$ cat src/design/hlp_pkg.sv
// Shared types and constants for the HCI LE advertising report parser.
// Depends on nothing; every other design file refers to it by scoped names.
package hlp_pkg;

  // Widths fixed by the packet format.
  localparam int unsigned POS_W   = 9;
  localparam int unsigned BYTE_W  = 8;
  localparam int unsigned ADDR_W  = 48;
  localparam int unsigned TOTAL_W = 16;

  // HCI packet, event and subevent codes.
  localparam logic [BYTE_W-1:0] PKT_EVENT      = 8'h04;
  localparam logic [BYTE_W-1:0] EVT_LE_META    = 8'h3E;
  localparam logic [BYTE_W-1:0] SUB_ADV_REPORT = 8'h02;

  // Fixed byte positions in an event packet.
  localparam logic [POS_W-1:0] POS_TYPE     = 9'd0;
  localparam logic [POS_W-1:0] POS_EVENT    = 9'd1;
  localparam logic [POS_W-1:0] POS_PLEN     = 9'd2;
  localparam logic [POS_W-1:0] POS_SUBEVENT = 9'd3;
  localparam logic [POS_W-1:0] POS_NREPORTS = 9'd4;

  // Byte offsets inside one advertising report.
  localparam logic [POS_W-1:0] OFF_EVT_TYPE  = 9'd0;
  localparam logic [POS_W-1:0] OFF_ADDR_TYPE = 9'd1;
  localparam logic [POS_W-1:0] OFF_ADDR_LAST = 9'd7;
  localparam logic [POS_W-1:0] OFF_DATA_LEN  = 9'd8;
  localparam logic [POS_W-1:0] OFF_DATA      = 9'd9;

  localparam logic [TOTAL_W-1:0] TOTAL_MAX = 16'hFFFF;

  // Class of a result beat.
  typedef enum logic [1:0] {
    KIND_ADV_REPORT = 2'd0,
    KIND_LE_META    = 2'd1,
    KIND_HCI_EVENT  = 2'd2,
    KIND_NON_EVENT  = 2'd3
  } kind_t;

  // One result beat.
  typedef struct packed {
    kind_t               kind;
    logic [ADDR_W-1:0]   device_address;
    logic [BYTE_W-1:0]   report_event_type;
    logic [BYTE_W-1:0]   address_type;
    logic [BYTE_W-1:0]   rssi;
    logic [BYTE_W-1:0]   data_length;
    logic [BYTE_W-1:0]   code;
    logic                code_present;
    logic [POS_W-1:0]    aux_length;
    logic [TOTAL_W-1:0]  adv_total;
    logic [TOTAL_W-1:0]  event_total;
  } result_t;

endpackage

$ cat src/design/hlp_in_stage.sv
// Input register stage of the HCI LE advertising report parser.
// Depends on hlp_pkg for the byte width.
module hlp_in_stage (
  input  logic                        clk,
  input  logic                        rst_n,
  input  logic                        in_valid,
  output logic                        in_stall,
  input  logic [hlp_pkg::BYTE_W-1:0]  in_data_byte,
  input  logic                        in_packet_end,
  input  logic                        advance,
  output logic                        held_valid,
  output logic [hlp_pkg::BYTE_W-1:0]  held_byte,
  output logic                        held_end
);

  logic                        valid_r, valid_nxt;
  logic [hlp_pkg::BYTE_W-1:0]  byte_r;
  logic                        end_r;
  logic                        accept;

  // A beat is taken whenever the held one is empty or moves on this cycle.
  assign in_stall = valid_r && !advance;
  assign accept   = in_valid && !in_stall;

  always_comb begin
    valid_nxt = valid_r;
    if (accept) begin
      valid_nxt = 1'b1;
    end else if (advance) begin
      valid_nxt = 1'b0;
    end
  end

  always_ff @(posedge clk) begin
    if (!rst_n) begin
      valid_r <= 1'b0;
    end else begin
      valid_r <= valid_nxt;
    end
  end

  // Payload registers load only on an accepted beat.
  always_ff @(posedge clk) begin
    if (accept) begin
      byte_r <= in_data_byte;
      end_r  <= in_packet_end;
    end
  end

  assign held_valid = valid_r;
  assign held_byte  = byte_r;
  assign held_end   = end_r;

endmodule

$ cat src/design/hlp_parser.sv
// Packet walker of the HCI LE advertising report parser: parse state and totals.
// Depends on hlp_pkg for widths, codes and the result struct.
module hlp_parser #(
  parameter int unsigned MAX_PACKET_BYTES = 260
) (
  input  logic                        clk,
  input  logic                        rst_n,
  input  logic                        fire,
  input  logic [hlp_pkg::BYTE_W-1:0]  data_byte,
  input  logic                        packet_end,
  output logic                        emit,
  output hlp_pkg::result_t            result
);

  localparam logic [hlp_pkg::POS_W-1:0] MaxPos = hlp_pkg::POS_W'(MAX_PACKET_BYTES);

  logic [hlp_pkg::POS_W-1:0]   pos_r, pos_nxt;
  logic [hlp_pkg::BYTE_W-1:0]  first_r, first_nxt;
  logic [hlp_pkg::BYTE_W-1:0]  event_r, event_nxt;
  logic [hlp_pkg::BYTE_W-1:0]  plen_r, plen_nxt;
  logic [hlp_pkg::BYTE_W-1:0]  sub_r, sub_nxt;
  logic [hlp_pkg::BYTE_W-1:0]  left_r, left_nxt;
  logic [hlp_pkg::POS_W-1:0]   off_r, off_nxt;
  logic [hlp_pkg::BYTE_W-1:0]  het_r, het_nxt;
  logic [hlp_pkg::BYTE_W-1:0]  hat_r, hat_nxt;
  logic [hlp_pkg::ADDR_W-1:0]  addr_r, addr_nxt;
  logic [hlp_pkg::BYTE_W-1:0]  hdl_r, hdl_nxt;
  logic [hlp_pkg::TOTAL_W-1:0] rcnt_r, rcnt_nxt;
  logic [hlp_pkg::TOTAL_W-1:0] pcnt_r, pcnt_nxt;

  logic                        adv_pkt;
  logic                        report_done;
  logic [hlp_pkg::POS_W-1:0]   data_end;
  logic [hlp_pkg::POS_W-1:0]   n;
  logic                        is_event;
  logic                        is_meta;

  assign adv_pkt  = (first_r == hlp_pkg::PKT_EVENT) && (event_r == hlp_pkg::EVT_LE_META)
                    && (sub_r == hlp_pkg::SUB_ADV_REPORT);
  assign data_end = hlp_pkg::OFF_DATA + {1'b0, hdl_r};

  // Field capture and report walk for one byte.
  always_comb begin
    pos_nxt     = pos_r;
    first_nxt   = first_r;
    event_nxt   = event_r;
    plen_nxt    = plen_r;
    sub_nxt     = sub_r;
    left_nxt    = left_r;
    off_nxt     = off_r;
    het_nxt     = het_r;
    hat_nxt     = hat_r;
    addr_nxt    = addr_r;
    hdl_nxt     = hdl_r;
    rcnt_nxt    = rcnt_r;
    pcnt_nxt    = pcnt_r;
    report_done = 1'b0;

    if (pos_r < MaxPos) begin
      case (pos_r)
        hlp_pkg::POS_TYPE: begin
          first_nxt = data_byte;
          left_nxt  = '0;
          off_nxt   = '0;
          if (pcnt_r != hlp_pkg::TOTAL_MAX) begin
            pcnt_nxt = pcnt_r + 1'b1;
          end
        end
        hlp_pkg::POS_EVENT:    event_nxt = data_byte;
        hlp_pkg::POS_PLEN:     plen_nxt  = data_byte;
        hlp_pkg::POS_SUBEVENT: sub_nxt   = data_byte;
        hlp_pkg::POS_NREPORTS: begin
          left_nxt = data_byte;
          off_nxt  = '0;
        end
        default: begin
          if (adv_pkt && (left_r != '0)) begin
            off_nxt = off_r + 1'b1;
            if (off_r == hlp_pkg::OFF_EVT_TYPE) begin
              het_nxt = data_byte;
            end else if (off_r == hlp_pkg::OFF_ADDR_TYPE) begin
              hat_nxt = data_byte;
            end else if (off_r <= hlp_pkg::OFF_ADDR_LAST) begin
              addr_nxt = {data_byte, addr_r[hlp_pkg::ADDR_W-1:hlp_pkg::BYTE_W]};
            end else if (off_r == hlp_pkg::OFF_DATA_LEN) begin
              hdl_nxt = data_byte;
            end else if (off_r == data_end) begin
              // The RSSI byte closes the report.
              off_nxt     = '0;
              left_nxt    = left_r - 1'b1;
              report_done = 1'b1;
              if (rcnt_r != hlp_pkg::TOTAL_MAX) begin
                rcnt_nxt = rcnt_r + 1'b1;
              end
            end
          end
        end
      endcase
      pos_nxt = pos_r + 1'b1;
    end

    // The last byte of a packet rewinds the walk.
    n = pos_nxt;
    if (packet_end) begin
      pos_nxt  = '0;
      left_nxt = '0;
      off_nxt  = '0;
    end
  end

  // Result selection: a finished report, or the summary at the packet's end.
  always_comb begin
    is_event = (first_nxt == hlp_pkg::PKT_EVENT);
    is_meta  = is_event && (event_nxt == hlp_pkg::EVT_LE_META);
    emit     = 1'b0;
    result   = '0;
    result.adv_total   = rcnt_nxt;
    result.event_total = pcnt_nxt;
    if (report_done) begin
      emit                     = 1'b1;
      result.kind              = hlp_pkg::KIND_ADV_REPORT;
      result.device_address    = addr_nxt;
      result.report_event_type = het_nxt;
      result.address_type      = hat_nxt;
      result.rssi              = data_byte;
      result.data_length       = hdl_nxt;
    end else if (packet_end) begin
      if ((n >= 9'd3) && is_meta) begin
        if ((n < 9'd5) || (sub_nxt != hlp_pkg::SUB_ADV_REPORT)) begin
          emit        = 1'b1;
          result.kind = hlp_pkg::KIND_LE_META;
          if (n >= 9'd4) begin
            result.code         = sub_nxt;
            result.code_present = 1'b1;
          end
          result.aux_length = n - 9'd3;
        end
      end else if ((n >= 9'd2) && is_event) begin
        emit                = 1'b1;
        result.kind         = hlp_pkg::KIND_HCI_EVENT;
        result.code         = event_nxt;
        result.code_present = 1'b1;
        result.aux_length   = (n >= 9'd3) ? {1'b0, plen_nxt} : '0;
      end else begin
        emit                = 1'b1;
        result.kind         = hlp_pkg::KIND_NON_EVENT;
        result.code         = first_nxt;
        result.code_present = 1'b1;
        result.aux_length   = n;
      end
    end
  end

  // Parse state advances once per byte that leaves the input register.
  always_ff @(posedge clk) begin
    if (!rst_n) begin
      pos_r   <= '0;
      first_r <= '0;
      event_r <= '0;
      plen_r  <= '0;
      sub_r   <= '0;
      left_r  <= '0;
      off_r   <= '0;
      het_r   <= '0;
      hat_r   <= '0;
      addr_r  <= '0;
      hdl_r   <= '0;
      rcnt_r  <= '0;
      pcnt_r  <= '0;
    end else if (fire) begin
      pos_r   <= pos_nxt;
      first_r <= first_nxt;
      event_r <= event_nxt;
      plen_r  <= plen_nxt;
      sub_r   <= sub_nxt;
      left_r  <= left_nxt;
      off_r   <= off_nxt;
      het_r   <= het_nxt;
      hat_r   <= hat_nxt;
      addr_r  <= addr_nxt;
      hdl_r   <= hdl_nxt;
      rcnt_r  <= rcnt_nxt;
      pcnt_r  <= pcnt_nxt;
    end
  end

endmodule

$ cat src/design/hlp_out_stage.sv
// Result register of the HCI LE advertising report parser.
// Depends on hlp_pkg for the result struct.
module hlp_out_stage (
  input  logic              clk,
  input  logic              rst_n,
  input  logic              load,
  input  hlp_pkg::result_t  load_data,
  output logic              advance,
  output logic              out_valid,
  input  logic              out_stall,
  output hlp_pkg::result_t  out_data
);

  logic              valid_r, valid_nxt;
  hlp_pkg::result_t  data_r;

  // The register can take a new beat when empty or when its beat leaves now.
  assign advance = !valid_r || !out_stall;

  always_comb begin
    valid_nxt = valid_r;
    if (load) begin
      valid_nxt = 1'b1;
    end else if (!out_stall) begin
      valid_nxt = 1'b0;
    end
  end

  always_ff @(posedge clk) begin
    if (!rst_n) begin
      valid_r <= 1'b0;
    end else begin
      valid_r <= valid_nxt;
    end
  end

  always_ff @(posedge clk) begin
    if (load) begin
      data_r <= load_data;
    end
  end

  assign out_valid = valid_r;
  assign out_data  = data_r;

endmodule

$ cat src/design/hci_le_adv_report_parser.sv
// HCI LE advertising report parser, top level: input register, walker, result register.
// Depends on hlp_pkg, hlp_in_stage, hlp_parser and hlp_out_stage.
//
// Feed received HCI packets one byte per beat, with in_packet_end set on each
// packet's last byte. The block takes one byte every cycle while in_stall is
// low; a byte is held in the input register, and the result beat it causes
// is loaded into the result register; the rate is set by the single pass
// through the packet walker between those two registers. For an LE Meta
// advertising report event one result comes out per report, on its RSSI byte;
// any other packet yields one summary beat at its last byte. Bytes beyond
// MAX_PACKET_BYTES are ignored, but their end flag still closes the packet.
// The report and packet totals saturate at 65535 and clear only on reset.
module hci_le_adv_report_parser #(
  parameter int unsigned MAX_PACKET_BYTES = 260
) (
  input  logic                          clk,
  input  logic                          rst_n,
  input  logic                          in_valid,
  output logic                          in_stall,
  input  logic [7:0]                    in_data_byte,
  input  logic                          in_packet_end,
  output logic                          out_valid,
  input  logic                          out_stall,
  output logic [1:0]                    out_kind,
  output logic [47:0]                   out_device_address,
  output logic [7:0]                    out_report_event_type,
  output logic [7:0]                    out_address_type,
  output logic signed [7:0]             out_rssi,
  output logic [7:0]                    out_data_length,
  output logic [7:0]                    out_code,
  output logic                          out_code_present,
  output logic [8:0]                    out_aux_length,
  output logic [15:0]                   out_adv_total,
  output logic [15:0]                   out_event_total
);

  logic                        advance;
  logic                        held_valid;
  logic [hlp_pkg::BYTE_W-1:0]  held_byte;
  logic                        held_end;
  logic                        fire;
  logic                        emit;
  hlp_pkg::result_t            result;
  hlp_pkg::result_t            out_data;

  hlp_in_stage u_in (
    .clk           (clk),
    .rst_n         (rst_n),
    .in_valid      (in_valid),
    .in_stall      (in_stall),
    .in_data_byte  (in_data_byte),
    .in_packet_end (in_packet_end),
    .advance       (advance),
    .held_valid    (held_valid),
    .held_byte     (held_byte),
    .held_end      (held_end)
  );

  // A held byte is parsed when the result register has room for its beat.
  assign fire = held_valid && advance;

  hlp_parser #(
    .MAX_PACKET_BYTES (MAX_PACKET_BYTES)
  ) u_parser (
    .clk        (clk),
    .rst_n      (rst_n),
    .fire       (fire),
    .data_byte  (held_byte),
    .packet_end (held_end),
    .emit       (emit),
    .result     (result)
  );

  hlp_out_stage u_out (
    .clk       (clk),
    .rst_n     (rst_n),
    .load      (fire && emit),
    .load_data (result),
    .advance   (advance),
    .out_valid (out_valid),
    .out_stall (out_stall),
    .out_data  (out_data)
  );

  // Unpack the result beat onto the field ports.
  assign out_kind              = out_data.kind;
  assign out_device_address    = out_data.device_address;
  assign out_report_event_type = out_data.report_event_type;
  assign out_address_type      = out_data.address_type;
  assign out_rssi              = $signed(out_data.rssi);
  assign out_data_length       = out_data.data_length;
  assign out_code              = out_data.code;
  assign out_code_present      = out_data.code_present;
  assign out_aux_length        = out_data.aux_length;
  assign out_adv_total         = out_data.adv_total;
  assign out_event_total       = out_data.event_total;

endmodule

$ cat config.mk
export PLATFORM = sky130hd
export DESIGN_NAME = hci_le_adv_report_parser
export DESIGN_NICKNAME = d
export VERILOG_FILES = /design/src/design/hlp_pkg.sv /design/src/design/hlp_in_stage.sv /design/src/design/hlp_parser.sv /design/src/design/hlp_out_stage.sv /design/src/design/hci_le_adv_report_parser.sv
export SDC_FILE = /design/constraint.sdc
export NUM_CORES = 1
export LEC_CHECK = 0
export BUFFER_PORTS_ARGS = -buffer_cell sky130_fd_sc_hd__buf_2
export CORE_MARGIN = 10
export CORE_UTILIZATION = 32
export CTS_CLUSTER_DIAMETER = 200
export DETAILED_ROUTE_END_ITERATION = 12
export PLACE_DENSITY = 0.53
export RECOVER_POWER = 25
export SYNTH_ARGS = -nofsm -noshare
export SYNTH_HDL_FRONTEND = slang
export SYNTH_HIERARCHICAL = 1
export SYNTH_SLANG_ARGS = --single-unit
$ cat constraint.sdc
create_clock -name clk -period 16.15 [get_ports clk]
set_input_delay 0 -clock clk [delete_from_list [all_inputs] [get_ports clk]]
set_output_delay 0 -clock clk [all_outputs]
set_load 0.01 [all_outputs]
# ---- Yosys cells after proc, flatten, opt, wreduce, memory -nomap -nowiden
# Index checks and enable logic that the tools add are counted.
dict set report totals {
  regBits 305
  wordCells 179
  in_bits 13
}
dict set report classes {
  n_bitwise 1
  muxes 86
  n_reduce_logical 30
  order_cmp 6
  add_sub_neg 7
  n_eq_ne 21
}
# cell n
set op_table {}
lappend op_table {{48-bit two-way mux} 6}
lappend op_table {{8-bit two-way mux} 33}
lappend op_table {{16-bit two-way mux} 12}
lappend op_table {{9-bit two-way mux} 11}
lappend op_table {{18-bit two-way mux} 3}
lappend op_table {{16-bit by 1-bit adder with 16-bit output (second input constant)} 2}
lappend op_table {{16-bit != test (second input constant)} 2}
lappend op_table {{8-bit one-hot mux with 3 select lines} 1}
lappend op_table {{9-bit by 1-bit adder with 9-bit output (second input constant)} 2}
lappend op_table {{9-bit by 1-bit == test with 1-bit output (second input constant)} 2}
lappend op_table {{9-bit by 2-bit == test with 1-bit output (second input constant)} 2}
lappend op_table {{9-bit by 2-bit greater-or-equal comparator with 1-bit output (second input constant)} 2}
lappend op_table {{9-bit logical NOT} 2}
lappend op_table {{1-bit two-way mux} 18}
lappend op_table {{9-bit one-hot mux with 2 select lines} 1}
lappend op_table {{8-bit by 3-bit == test with 1-bit output (second input constant)} 2}
lappend op_table {{8-bit by 6-bit == test with 1-bit output (second input constant)} 2}
lappend op_table {{4-bit != test (second input constant)} 4}
lappend op_table {{1-bit logical AND} 10}
lappend op_table {{4-bit by 8-bit adder with 9-bit output (first input constant)} 1}
lappend op_table {{9-bit by 3-bit == test with 1-bit output (second input constant)} 1}
lappend op_table {{9-bit by 4-bit == test with 1-bit output (second input constant)} 1}
lappend op_table {{9-bit == test} 1}
lappend op_table {{9-bit by 3-bit greater-or-equal comparator with 1-bit output (second input constant)} 1}
lappend op_table {{other kinds (21)} 29}

# ---- Logic depth before layout (Yosys ltp)
# Gate-level depths: netlist of run 1.
dict set report logic_depth {
  depth_word 13
  mapped_depth 16
  mapped_depth_nobuf 13
}

# ---- Cells and area by module
# The synthesis of run 1 kept the hierarchy.
# mod area_each_um2 seq_area_each_um2 n_inst cells_each
set modules_own_cells {}
lappend modules_own_cells {hlp_parser 10447.5 3243.1 1 1470}
lappend modules_own_cells {hlp_out_stage 3998.8 3983.8 1 136}
lappend modules_own_cells {hlp_in_stage 317.8 290.3 1 13}
lappend modules_own_cells {hci_le_adv_report_parser 12.5 0.0 1 2}

# ---- Worst setup path before layout of run 1
# OpenSTA, ideal clock, no wires.
dict set report synth_path {
  kind {register to register}
  start {register u_parser/pos_r[5] in the netlist's numbering}
  end {register u_out.data_r, in the netlist u_out/out_data[0] (enable)}
  t_arrival_ns 5.728
  setup_time_ns 0.509
  path_stages_with_launch 15
  n_path_buf 3
  path_slack_ns 9.914
  cell_sequence {dfxtp_1 > buf_4 > nor3_2 > buf_2 > a31o_2 > mux2i_1 > inv_1 > ha_1 > nand2b_1 > nor4_4 > or2_1 > buf_6 > o21ai_0 > nand2_1 > and3_1}
}
dict set report synth_via {
  elab_chain_cells 10
  word_cells_on_any_way 30
}
# element line_no
set synth_lines {}
lappend synth_lines {{start, declared} hlp_parser.sv:17} ;# logic [hlp_pkg::POS_W-1:0] pos_r, pos_nxt;
lappend synth_lines {{start signal, assigned} hlp_parser.sv:171} ;# pos_r <= pos_nxt;
lappend synth_lines {{parallel branches: the longest is 8 deep, another holds 9-bit by 1-bit adder with 9-bit output} n/a}
lappend synth_lines {{1-bit two-way mux *} hlp_parser.sv:119} ;# if (report_done) begin
lappend synth_lines {{net emit} hci_le_adv_report_parser.sv:42} ;# logic emit;
lappend synth_lines {{1-bit logical AND *} hci_le_adv_report_parser.sv:77} ;# .load (fire && emit),
lappend synth_lines {{end signal, assigned} hlp_out_stage.sv:39} ;# data_r <= load_data;
lappend synth_lines {{end, declared} hlp_out_stage.sv:15} ;# hlp_pkg::result_t data_r;
# Mark *: on every way through the listed nets, which the timed path passes.
# A chain may end at the register's enable or synchronous reset.

# ---- Worst setup path after layout of run 1
dict set report layout_path {
  start {register u_parser/pos_r[5] in the netlist's numbering}
  end {register u_out.data_r, in the netlist u_out/out_data[130] (enable)}
}
# Same word-level chain as after synthesis.

==> flow_summary.ini, run 1 <==
[outcome]
outcome = complete, no violations

[synthesis]
syn_area_um2 = 14800
async_flop_share_pct = 0
ys_warn_count = 6
syn-instance-count = 1621
yosys.cell_types.count = 88
synthesis.area_per_instance_um2 = 9.12
synth_fp_nets = 1647
ys_dominant_reg_cell = sky130_fd_sc_hd__dfxtp_1
yosysSeqAreaShare_pct = 50.9
edff_count_synth = 141
synth_seq_cells = 305

[global_route]
grt_first_pass_wirelength_um = 65900
grt_start_max_net_pins = 84
grt.overflow.total = 0
grt_use_total_pct = 14.5
grt_pass1_vias = 11500
antenna_found_initial = 0

[cells_and_area]
nets = 1741
n_antenna_cell = 0
post-route-util_pct = 37.1
flow.area_growth_from_synthesis_pct = 14.3
post_route_cells_drive_above_1_share_pct = 6.95
number_of_fillers_in_the_final_layout = 4737

[drt]
drt_first_pass_iters = 5
routed_wirelength_um = 42400
drtAntennaViolNets = 0
via_per_inst = 5.17
post-route-drc-count = 0
drt_first_iter_violations = 1069
drt-wirelength-per-cell_um = 18.1
via_count = 12100

[sta]
worst_slew_pin_slew_ps = 1040
hold_viol_final = 0
finalCriticalPeriod_ps = 5640
unrepaired_setup_endpoints_after_global_routing = false
timing.fmax_mhz = 177
setup_tns_ps = 0
setup_viol = 0
final.period_utilization_pct = 34.9
fin_skew_ps = 29.0
drv_slew = 0
setup_slack_ps = 10510
slew_headroom_pct = 30.4

[critical_path]
crit_fanout = 74
cp.required_ps = 16330
startpoint_type = flip-flop
data_arrival_at_the_endpoint_of_the_critical_path_ps = 5820
r2r_cells = 12
timing_worst_setup_path_type = reg2reg
endpoint_kind = flip-flop

[clocking]
clk_pin_slew_ps = 70
cts-resized-gates = 0
cts.sink_count = 305
cts_setup_buffers = 0
tritoncts = yes
cts.path.max_buffers = 3
tritoncts.num_buffers = 35
clock_tree_root_buffer_cell = sky130_fd_sc_hd__clkbuf_16
h-tree-depth = 2
cts_hold_repair.buffers = 14
clkLatencyLatePin_ps = 550

[placed_design]
routabilityCongestion = 0.857
numPortBuffers = 146
dpl.hpwl_um = 28000
pre_cts_slack_ps = 10490

[floorplanning]
fp.coreArea_um2 = 45500
placementRows = 78
y_dimension_of_the_die_um = 235
boundaryPins = 147
die_area_um2 = 55200
die-width_um = 235
initial_utilization_pct = 32.5

[worst_hold_path]
number_of_cells_on_the_worst_hold_path = 2
hp-class = in2reg

[power_and_ir_drop]
cellLeakagePower_nw = 5.59
cellPowerDensity_nw_per_um2 = 98.3
peakVddDrop_mv = 0.0558
sequentialPowerShare_pct = 49.7
pwr-share-comb_pct = 4.5
power.clock.fraction_pct = 45.8
sw_frac_of_total_pct = 23.8
netSwitchingPower_mw = 0.396
p_int_mw = 1.26

[run]
max-cap-violations = 0
## sequential cells by signal, summed over array words and instances, names as in the netlist
signal and count:
u_in/held_byte 8, u_in/held_end 1, u_in/held_valid 1, u_out/out_data 132
u_out/out_valid 1, u_parser/addr_r 48, u_parser/event_r 8, u_parser/first_r 8
u_parser/hat_r 8, u_parser/hdl_r 8, u_parser/het_r 8, u_parser/left_r 8
u_parser/off_r 9, u_parser/pcnt_r 16, u_parser/plen_r 8, u_parser/pos_r 9
u_parser/rcnt_r 16, u_parser/sub_r 8
## power by group through the flow
stage / Combinational [mW] / Clock, mW / Sequential [mW]
finish: 0.0742 / 0.761 / 0.825
detailed placement: 0.0733 / 0 / 0.842
global route: 0.0814 / 0.820 / 0.826
global placement: 0.0724 / 0 / 0.842
floorplan: 0.0498 / 0 / 0.839
CTS: 0.0761 / 0.791 / 0.825
## final cells by class
cell class	instances	area [um2]	area share (%)
well taps	600	751	4.44
multi-input cells	1163	6590	39.0
repair buffers	174	802	4.75
inverters	36	138	0.815
flip-flops and latches	305	7520	44.5
clock inverters	18	169	1.00
clock buffers	46	927	5.49
## critical path: stages, from the launching register on
cell and delay [ps]:
sky130_fd_sc_hd__dfxtp_1 420, sky130_fd_sc_hd__nor3_2 700, sky130_fd_sc_hd__a31o_2 360, sky130_fd_sc_hd__mux2i_1 260, sky130_fd_sc_hd__inv_1 180, sky130_fd_sc_hd__ha_1 290, sky130_fd_sc_hd__nand2b_1 200, sky130_fd_sc_hd__nor4_4 440
sky130_fd_sc_hd__or2_1 450, sky130_fd_sc_hd__o21ai_0 170, sky130_fd_sc_hd__nand2_1 100, sky130_fd_sc_hd__and3_4 840, sky130_fd_sc_hd__buf_4 760
## logic make-up (layout without fill, tap and decap cells)
kind of cell,Yosys count,in the layout,synth area share [%]
AOI/OAI and AO/OA,364,364,15.2
xor gates and xnor gates,52,52,3.08
adders and majority gates,13,13,1.10
buffers and inverters,153,274,4.63
DFF,305,305,50.9
muxes,36,36,2.51
and+or+nand+nor,698,698,22.6
## synth_stat cells, drive strengths merged (19+ instances only)
cell type | instances | area share [%]
nand2 | 315 | 8.0
a21oi | 226 | 7.7
dfxtp | 164 | 22
nor2 | 158 | 4.1
edfxtp | 141 | 29
clkbuf | 71 | 1.8
buf | 46 | 1.9
nand3 | 38 | 1.4
nor3 | 37 | 1.4
inv | 34 | 0.86
mux2i | 30 | 2.1
xor2 | 30 | 1.8
xnor2 | 22 | 1.3
or3 | 19 | 0.80
## final timing paths
check | to | startpoint | slack, ps
worst max-delay path | u_out/out_data[130] | u_parser/pos_r[5] | 10510
worst max register to register | u_out/out_data[130] | u_parser/pos_r[5] | 10510
worst min register to register | u_parser/addr_r[3] | u_parser/addr_r[3] | 450
worst min-delay path | u_in/held_byte[5] | in_data_byte[5] | 170
## metal layers
metal | track usage (%) | routed length [um]
met2 | 23.6 | 19800
met1 | 19.3 | 19700
met4 | 4.19 | 858
met3 | 2.89 | 1980
met5 | 0 | 0
## cell usage in the layout, fill, tap and decap left out, drive strengths merged, types with 19 or more instances in the layout
cell	instances
edfxtp	141
xnor2	22
a21oi	226
nor3	37
nor2	158
or3	19
dfxtp	164
mux2i	30
inv	36
buf	23
nand2	315
xor2	30
clkbuf	183
nand3	38
## metrics by stage
step | cells | power (mW) | instance area [um2] | hold WS (ps)
after detailed placement | 2264 | 0.915 | 15800 | 182
final | 2342 | 1.66 | 16900 | 165
after global routing | 2342 | 1.73 | 16900 | 167
after CTS | 2342 | 1.69 | 17100 | 128
after floorplan | 1621 | 0.889 | 14800 | 98.9
after global placement | 2264 | 0.914 | 15800 | 180
No activity file was read; power rests on OpenSTA's default activity.
==> run 2, diff against run 1 <==
--- a/config.mk
+++ b/config.mk
@@ -10,7 +10,7 @@
 export CORE_UTILIZATION = 32
 export CTS_CLUSTER_DIAMETER = 200
 export DETAILED_ROUTE_END_ITERATION = 12
-export PLACE_DENSITY = 0.53
+export PLACE_DENSITY = 0.55
 export RECOVER_POWER = 25
 export SYNTH_ARGS = -nofsm -noshare
 export SYNTH_HDL_FRONTEND = slang
==> constraint.sdc (replaced) <==
create_clock -name clk -period 4.6 [get_ports clk]
set_input_delay 0 -clock clk [delete_from_list [all_inputs] [get_ports clk]]
set_output_delay 0 -clock clk [all_outputs]
set_load 0.01 [all_outputs]
==> run 2 against run 1 <==
First-iteration DRC count is 9.5% higher. Critical path depth decreased by 3. Maximum frequency increased by 41%. Hold slack worse by 150 ps. Core utilization is 0.86 points higher. Wire length increased by 3.5%. Via count rose by 1.1%. Non-clock buffer count increased by 16. Setup slack lost 9900 ps. Clock power grew to 4.1 times the previous value. Highest routed layer unchanged.
==> flow_summary.ini, run 2 (same netlist as run 1, synthesis figures left out) <==
[outcome]
outcome = complete, no violations

[sta]
fin_hold_ws_ps = 15.5
setup_tns_ps = 0
finalCriticalPeriod_ps = 4000
timing.fmax_mhz = 250
drv_slew = 0
final.period_utilization_pct = 86.9
slew_headroom_pct = 27.9
unrepaired_setup_endpoints_after_global_routing = false
fin_skew_ps = 28.1
hold_viol_final = 0
worst_slew_pin_slew_ps = 1080
setup_viol = 0

[cells_and_area]
post_route_cells_drive_above_1_share_pct = 8.40
layout.cells.most_common_list = sky130_fd_sc_hd__nand2_1, sky130_fd_sc_hd__a21oi_1, sky130_fd_sc_hd__dfxtp_1
most_common_cell_after_layout_fill_and_taps_aside = sky130_fd_sc_hd__nand2_1
flow.area_growth_from_synthesis_pct = 17.0
fin_cells = 2362
n_antenna_cell = 0
largest_reg_flops = 132
nets = 1759

[clocking]
tritoncts.num_buffers = 37
cts-resized-gates = 0
clock_tree_root_buffer_cell = sky130_fd_sc_hd__clkbuf_16
cts.sink_count = 305
clk_pin_slew_ps = 60
clkLatencyLatePin_ps = 570
cts.path.max_buffers = 3
h-tree-depth = 2
tritoncts = yes

[drt]
via_per_inst = 5.19
drt_first_pass_iters = 6
routed_wirelength_um = 43900
drt_first_iter_violations = 1171
post-route-drc-count = 0
via_count = 12300
drtAntennaViolNets = 0
drt-wirelength-per-cell_um = 18.6

[power_and_ir_drop]
cellPowerDensity_nw_per_um2 = 365
cellLeakagePower_nw = 5.79
peakVddDrop_mv = 0.218

[critical_path]
data_arrival_at_the_endpoint_of_the_critical_path_ps = 4390
crit_fanout = 88
startpoint_type = flip-flop
timing_worst_setup_path_type = reg2reg
endpoint_kind = flip-flop
cp.required_ps = 4990

[floorplanning]
placementRows = 78
die_area_um2 = 55200
die-width_um = 235
boundaryPins = 147
fp.coreArea_um2 = 45500
initial_utilization_pct = 32.5
y_dimension_of_the_die_um = 235

[placed_design]
placed_cells_incl_taps = 2282
numPortBuffers = 146
routabilityCongestion = 0.877
dpl.hpwl_um = 28900

[global_route]
grt_pass1_vias = 11600
grtUsageMet1_pct = 19.8
globalRouteMet3Util_pct = 3.31
antenna_found_initial = 0
grt_busiest_layer = met2
grtUsageMet2_pct = 24.3
grt_first_pass_wirelength_um = 67900
grt_start_max_net_pins = 94
grt.overflow.total = 0
grt_use_total_pct = 15.1

[worst_hold_path]
hp-class = in2reg

[run]
max-cap-violations = 0
run 2: cell types whose count changed in the layout (fill, tap and decap cells not counted), sizes merged, moves of 2 or more:
| cell | change |
|---|---|
| buf | +17 |
| bufinv | +3 |
| clkbuf | +9 |
| clkinv | -6 |
| clkinvlp | -2 |
| dlygate4sd3 | -2 |
run 2: power by group:
group / switching [mW] / internal (mW)
clock network: 1.22 / 1.92
registers: 0.0286 / 2.86
logic: 0.198 / 0.0856
total: 1.45 / 4.86
run 2: final cells by class:
class                   count  area, um2
repair buffers            190        957
fillers                  4644      28200
flip-flops and latches    305       7520
clock inverters            14        230
inverters                  36        138
clock buffers              54       1100
well taps                 600        751
multi-input cells        1163       6590
run 2: path summary, 6_finish.rpt:
| path | startpoint | endpoint | slack, ps | cells past startpoint |
|---|---|---|---|---|
| hold / removal | rst_n | u_parser/rcnt_r[13] | 20 | 2 |
| hold reg to reg | u_parser/het_r[1] | u_parser/het_r[1] | 450 | 2 |
| setup reg to reg | u_parser/pos_r[3] | u_out/out_data[48] | 600 | 9 |
| setup / recovery | u_parser/pos_r[3] | u_out/out_data[48] | 600 | 9 |
run 2: timing repair:
| item | in CTS | in global routing |
|---|---|---|
| buffers inserted | 0 | 0 |
| endpoints found under the hold margin | 11 | 0 |
| hold buffers | 12 | 0 |
run 2: per-stage QoR:
| stage | utilization, % | worst slack (ps) | total power, mW | cell area [um2] |
|---|---|---|---|---|
| floorplan | - | 508 | 3.12 | 14800 |
| global placement | 35.2 | 750 | 3.22 | 16000 |
| detailed placement | 35.2 | 658 | 3.23 | 16000 |
| CTS | 38.4 | 641 | 6.40 | 17500 |
| global route | 38.0 | 301 | 6.52 | 17300 |
| finish | 38.0 | 604 | 6.31 | 17300 |
run 2: critical path, cell delays in order (launching register included):
cell and delay [ps]:
sky130_fd_sc_hd__dfxtp_1 620, sky130_fd_sc_hd__nor2_1 200, sky130_fd_sc_hd__a31oi_1 580, sky130_fd_sc_hd__a31o_4 250, sky130_fd_sc_hd__nor4_2 90, sky130_fd_sc_hd__nand3_4 100
sky130_fd_sc_hd__buf_4 360, sky130_fd_sc_hd__buf_4 820, sky130_fd_sc_hd__nand4_1 450, sky130_fd_sc_hd__o22ai_1 250
run 2: metal layers:
layer | wire length, um | part of all wire [%]
met5 | 0 | 0
met3 | 2430 | 5.5
met2 | 20600 | 47
met4 | 1150 | 2.6
met1 | 19700 | 45
